==> config.mk <==
export PLATFORM = sky130hd
export DESIGN_NAME = rlt_ctrl
export DESIGN_NICKNAME = d
export VERILOG_FILES = /design/src/design/rlt_pkg.sv /design/src/design/rlt_ctrl.sv
export SDC_FILE = /design/constraint.sdc
export NUM_CORES = 1
export LEC_CHECK = 0
export ABC_AREA = 1
export BUFFER_PORTS_ARGS = -buffer_cell sky130_fd_sc_hd__buf_2
export CAP_MARGIN = 20
export CORE_AREA = 2 2 39 41
export CTS_CLUSTER_DIAMETER = 40
export DETAILED_ROUTE_END_ITERATION = 7
export DIE_AREA = 0 0 41 43
export HOLD_SLACK_MARGIN = 0.08
export PLACE_DENSITY = 0.44
export SYNTH_ARGS = -nofsm -noshare
export SYNTH_HDL_FRONTEND = slang
export SYNTH_SLANG_ARGS = --single-unit
==> constraint.sdc <==
create_clock -name clk -period 1.8 [get_ports clk]
set_clock_uncertainty 0.05 [all_clocks]
set_input_delay 0.18 -clock clk [delete_from_list [all_inputs] [get_ports clk]]
set_output_delay 0.18 -clock clk [all_outputs]
set_load 0.02 [all_outputs]
==> src/design/rlt_pkg.sv <==
// shared types and constants for the resource lifetime tracker
package rlt_pkg;

    localparam logic [2:0] OP_TICK    = 3'd0;
    localparam logic [2:0] OP_CREATE  = 3'd1;
    localparam logic [2:0] OP_DESTROY = 3'd2;
    localparam logic [2:0] OP_ACCESS  = 3'd3;
    localparam logic [2:0] OP_QUERY   = 3'd4;

    localparam logic [1:0] CFG_ENABLE    = 2'd0;
    localparam logic [1:0] CFG_INTERVAL  = 2'd1;
    localparam logic [1:0] CFG_THRESHOLD = 2'd2;
    localparam logic [1:0] CFG_BUDGET    = 2'd3;

    localparam logic [47:0] BYTES_MAX = 48'hFFFF_FFFF_FFFF;
    localparam logic [31:0] IDLE_MAX  = 32'hFFFF_FFFF;
    localparam logic [6:0]  LEAK_MAX  = 7'd127;

    typedef enum logic [2:0] {
        ST_IDLE,
        ST_WALK,
        ST_APPLY,
        ST_COUNT,
        ST_DONE
    } state_t;

    typedef struct packed {
        logic [2:0]  operation;
        logic [63:0] resource_id;
        logic [2:0]  resource_type;
        logic [47:0] size_bytes;
        logic [15:0] elapsed_ms;
    } req_t;

    typedef struct packed {
        logic        entry_found;
        logic        table_full;
        logic        over_budget;
        logic        scan_done;
        logic [47:0] live_bytes;
        logic [47:0] peak_bytes;
        logic [6:0]  suspected_leaks;
        logic [31:0] type_allocs;
        logic [31:0] type_frees;
        logic [31:0] type_outstanding;
        logic [31:0] total_allocs;
        logic [31:0] total_frees;
    } rsp_t;

    // controller to datapath
    typedef struct packed {
        logic load;      // capture request, clear walk index
        logic step;      // one table entry per cycle
        logic apply;     // commit create/destroy/access/tick totals
        logic count;     // one per-type counter per cycle
        logic publish;   // load output register
    } cmd_t;

    // datapath to controller
    typedef struct packed {
        logic walk_last;
        logic count_last;
    } sts_t;

endpackage

==> src/design/rlt_ctrl.sv <==
// sequencer: walk the table, apply the result, sum counters, publish
module rlt_ctrl (
    input  logic            clk,
    input  logic            rst_n,
    input  logic            in_fire,
    input  logic            out_free,
    input  rlt_pkg::sts_t   sts,
    output rlt_pkg::cmd_t   cmd,
    output logic            busy
);
    rlt_pkg::state_t state_reg, state_next;

    always_ff @(posedge clk or negedge rst_n)
    begin
        if (!rst_n)
            state_reg <= rlt_pkg::ST_IDLE;
        else
            state_reg <= state_next;
    end

    always_comb
    begin
        state_next = state_reg;
        unique case (state_reg)
            rlt_pkg::ST_IDLE:  if (in_fire) state_next = rlt_pkg::ST_WALK;
            rlt_pkg::ST_WALK:  if (sts.walk_last) state_next = rlt_pkg::ST_APPLY;
            rlt_pkg::ST_APPLY: state_next = rlt_pkg::ST_COUNT;
            rlt_pkg::ST_COUNT: if (sts.count_last) state_next = rlt_pkg::ST_DONE;
            rlt_pkg::ST_DONE:  if (out_free) state_next = rlt_pkg::ST_IDLE;
            default:           state_next = rlt_pkg::ST_IDLE;
        endcase
    end

    always_comb
    begin
        cmd  = '0;
        busy = 1'b1;
        unique case (state_reg)
            rlt_pkg::ST_IDLE:
            begin
                busy     = 1'b0;
                cmd.load = in_fire;
            end
            rlt_pkg::ST_WALK:  cmd.step = 1'b1;
            rlt_pkg::ST_APPLY: cmd.apply = 1'b1;
            rlt_pkg::ST_COUNT: cmd.count = 1'b1;
            rlt_pkg::ST_DONE:  cmd.publish = out_free;
            default:           cmd = '0;
        endcase
    end
endmodule

# --- Word-level counts from Yosys, hierarchy flattened ---
# Cells that the tools add are included.
# Widths: inputs -> output; s select.
word_totals:
  reg_bits: 3
  inputBits: 6
  out_inout_bits: 6
  elab_cells: 22
classes:
  eq_ne: 8
  muxes: 11
  reduce_logical: 2
op_table:
  columns: ["op", "n"]
  rows:
  - ["$pmux 3 s5", 1]
  - ["$mux 3", 4]
  - ["$ne 2x2->1 const B", 4]
  - ["$eq 3x2->1 const B", 2]
  - ["$mux 1", 6]
  - ["$reduce_and 4->1", 1]
  - ["$eq 3x1->1 const B", 1]
  - ["$eq 3x3->1 const B", 1]
  - ["$logic_not 3->1", 1]

# --- Depth between registers and ports, before layout ---
logic_depth:
  ltp_word: 3
  depth_mapped: 6
  mapped_depth_nobuf: 6

# --- Worst setup path after synthesis ---
# Ideal clock, no wire load.
synth_path:
  path_kind: "register to output"
  startpoint: "reg state_reg[0]"
  endpoint: "out cmd[0] in the netlist's numbering"
  arrival_ns: 1.136
  required_time_ns: 1.570
  slack_ns: 0.434
  stages_incl_launch_ff: 2
  n_path_buf: 0
  path_cell_list: "dfrtp_1 -> nor4_1"
synth_rtl:
  columns: ["item", "line", "source"]
  rows:
  - ["start, declared", "rlt_ctrl.sv:11", "rlt_pkg::state_t state_reg, state_next;"]
  - ["start signal, assigned", "rlt_ctrl.sv:16", "state_reg <= rlt_pkg::ST_IDLE;"]
  - ["start signal, assigned", "rlt_ctrl.sv:18", "state_reg <= state_next;"]
  - ["end, declared", "rlt_ctrl.sv:8", "output rlt_pkg::cmd_t cmd,"]

==> summary.txt <==
Synth
  – Synth warnings: 0
  – Post-Syn Instances: 34
  – Most numerous cell in the Yosys netlist: inv_1
  – Post-synth cell types: 11
  – Syn nets: 40
  – Synth Flop Type: dfrtp_1
  – Post-synthesis register bit count: 3
  – Seq/Total Area, Yosys: 0.339
  – Syn avg cell area: between 6 and 7 um2
  – EDFF count, synth: 0
  – Top-area cell type share of the netlist area: 0.339
  – Commonest cells in the netlist: inv_1 (9), nand2_1 (6), nand3_1 (5), nor2_2 (4), dfrtp_1 (3)
  – Area leader, netlist: dfrtp_1
  – Share of flip-flops with an asynchronous set or reset: 1.00
  – Synth Cell Area: around 220 um2
  – Synth top area cells: dfrtp_1 (34%), inv_1 (15%), nand3_1 (11%)

Power and ir drop
  – Leak: about 0.2 nW
  – Worst vdd ir: between 0.5 and 0.6 mV
  – PwrDens: a little under 2000 nW/um2

Hold path
  – Hold EP: state_reg[1]$_DFFE_PN0P_
  – Worst Hold Launch: sts[0]
  – WHS Path Cells: 4
  – HP Class: input pin to flip-flop

Floorplanning
  – Initial Utilization: 0.160
  – Row cnt: 14
  – Die Ht: 43 um
  – Die W: about 41 um
  – Full die area: around 1800 um2
  – IO Pins: 12
  – CORE AREA: between 1000 and 1500 um2

Critical path
  – CP Capture Type: output pin
  – Worst r2r src: state_reg[0]$_DFFE_PN0P_
  – CP max stage cell: dfrtp_1
  – R2r setup slk: approximately 0.67 ns
  – Worst Setup Start Kind: flip-flop
  – Worst reg2reg path depth: 6
  – Worst path arrival time: between 1 and 1.5 ns
  – Cell Chain, Critical Path: nor2_2, nand2_1, nor2_1, buf_2
  – Max stage delay on crit path: 0.42 ns
  – CP max FO: 5
  – Reg-to-Reg End: state_reg[2]$_DFFE_PN0P_
  – CP Class: flip-flop to output pin
  – Crit path required time: 1.57 ns

STA
  – Final period utilization: 0.774
  – Worst slew margin: 0.858
  – Fmax: 0.718 GHz
  – Worst slew pin tran: approximately 0.21 ns
  – Setup TNS Final: 0 ns
  – Hold Violations, Final: 0
  – Final worst path period need: around 1.4 ns
  – Setup Viol. Count Final: 0
  – RSZ-0062 raised after global routing: no
  – Slew Limit Fails: 0

Place
  – DP Wirelength: between 400 and 500 um
  – I/O Buffers: 11
  – Gpl congestion: 0.694

Status
  – Status: finished, final reports clean

Cells and area
  – Fillers: between 150 and 200
  – Util after Layout: 0.235
  – # nets final: 56
  – Max reg flops: 3
  – Synth-to-Final Area Change: 46.9%
  – Share of cells above drive strength 1: 0.408
  – Antenna Cells: 0

CTS
  – CTS tree: yes
  – Worst skew pair latency: between 0.2 and 0.25 ns
  – Post-CTS Setup Inserts: 0
  – Max H-tree Level: 1
  – Total CTS buffers: 3
  – Root buf cell: clkbuf_4
  – Max clock buf depth: 2
  – Reg clk slew, reported paths: 0.04 ns
  – CTS Sinks: 3

Global routing
  – Tot GR Track Use: 0.0765
  – GRT overflow: 0
  – Initial antenna violation count: 0
  – Pin count of the biggest net entering global routing: 6
  – Number of global-route vias before repair: 230
  – First-pass GRT wire length: 848 um

Detailed routing
  – Via count: ~260
  – DR iter-0 viols: 11
  – Routed len/inst: ~7.8 um
  – Post-route ant nets: 0
  – WL final: slightly above 500 um
  – DRC Markers: 0
  – Vias/cell: between 3 and 4
  – Drt pass-1 iters: 4

Flow run
  – Max capacitance violation total: 0
layout make-up:
type	count	area, um2	area share
Clock buffer	4	26.3	0.0808
Sequential cell	3	75.1	0.231
Inverter	10	37.5	0.115
Multi-Input combinational cell	20	101	0.312
Timing Repair Buffer	12	65.1	0.200
Tap cell	16	20.0	0.0615
how the worst max path moves through the flow:
| stage | end | start | slack [ns] |
|---|---|---|---|
| after floorplan | cmd[0] | state_reg[0]$_DFFE_PN0P_ | 0.43 |
| after global placement | cmd[0] | state_reg[1]$_DFFE_PN0P_ | 0.67 |
| after detailed placement | cmd[4] | state_reg[0]$_DFFE_PN0P_ | 0.66 |
| after CTS | cmd[4] | state_reg[0]$_DFFE_PN0P_ | 0.40 |
| after global routing | cmd[4] | state_reg[0]$_DFFE_PN0P_ | 0.28 |
| final | cmd[4] | state_reg[0]$_DFFE_PN0P_ | 0.41 |
per-layer routing:
layer / track usage / vias to the layer above / wire length (um) / share of wire
li1: - / 130 / - / -
met1: 0.0906 / 108 / 225 / 0.44
met2: 0.0938 / 15 / 213 / 0.42
met3: 0.0471 / 2 / 63 / 0.12
met4: 0.0600 / 0 / 7 / 0.014
met5: 0 / - / 0 / 0
worst max-delay path, delay by kind of cell, from the launching register on:
| kind | cells | cell delay (ns) |
|---|---|---|
| flip-flops | 1 | 0.42 |
| buffers and inverters | 1 | 0.16 |
| AND/OR/NAND/NOR | 3 | 0.33 |
timing repair:
action / in CTS / in global routing
hold buffers: 1 / 0
resized for setup: 0 / 0
endpoints found under the hold margin: 3 / 0
cells in the final DEF, fill, tap and decap left out, drive strengths merged:
master / n
buf: 11
inv: 10
nand2: 6
nand3: 6
nor2: 6
clkbuf: 4
dfrtp: 3
nor4: 1
o21ai: 1
dlygate4sd3: 1
through the flow:
step | std cells | cell area (um2) | hold WS (ns) | worst slack [ns] | power, W
floorplan | 34 | 221 | -0.166 | 0.434 | 0.000417
global placement | 60 | 289 | -0.0703 | 0.672 | 0.000504
detailed placement | 60 | 289 | -0.0697 | 0.657 | 0.000504
CTS | 65 | 325 | 0.144 | 0.398 | 0.000632
global route | 65 | 325 | 0.166 | 0.278 | 0.000687
finish | 65 | 325 | 0.138 | 0.406 | 0.000627
where the power goes:
group / leakage [nW] / internal [W] / switching (W)
combinational: 0.153 / 0.000121 / 0.000235
sequential: 0.0377 / 0.000103 / 0.0000440
clock: 0.0150 / 0.0000834 / 0.0000404
cells by family after synthesis:
group,share of synthesized area
compound gates,0.0226
buf+inv,0.203
flops,0.339
simple gates,0.435
No activity file was read; power rests on OpenSTA's default activity.
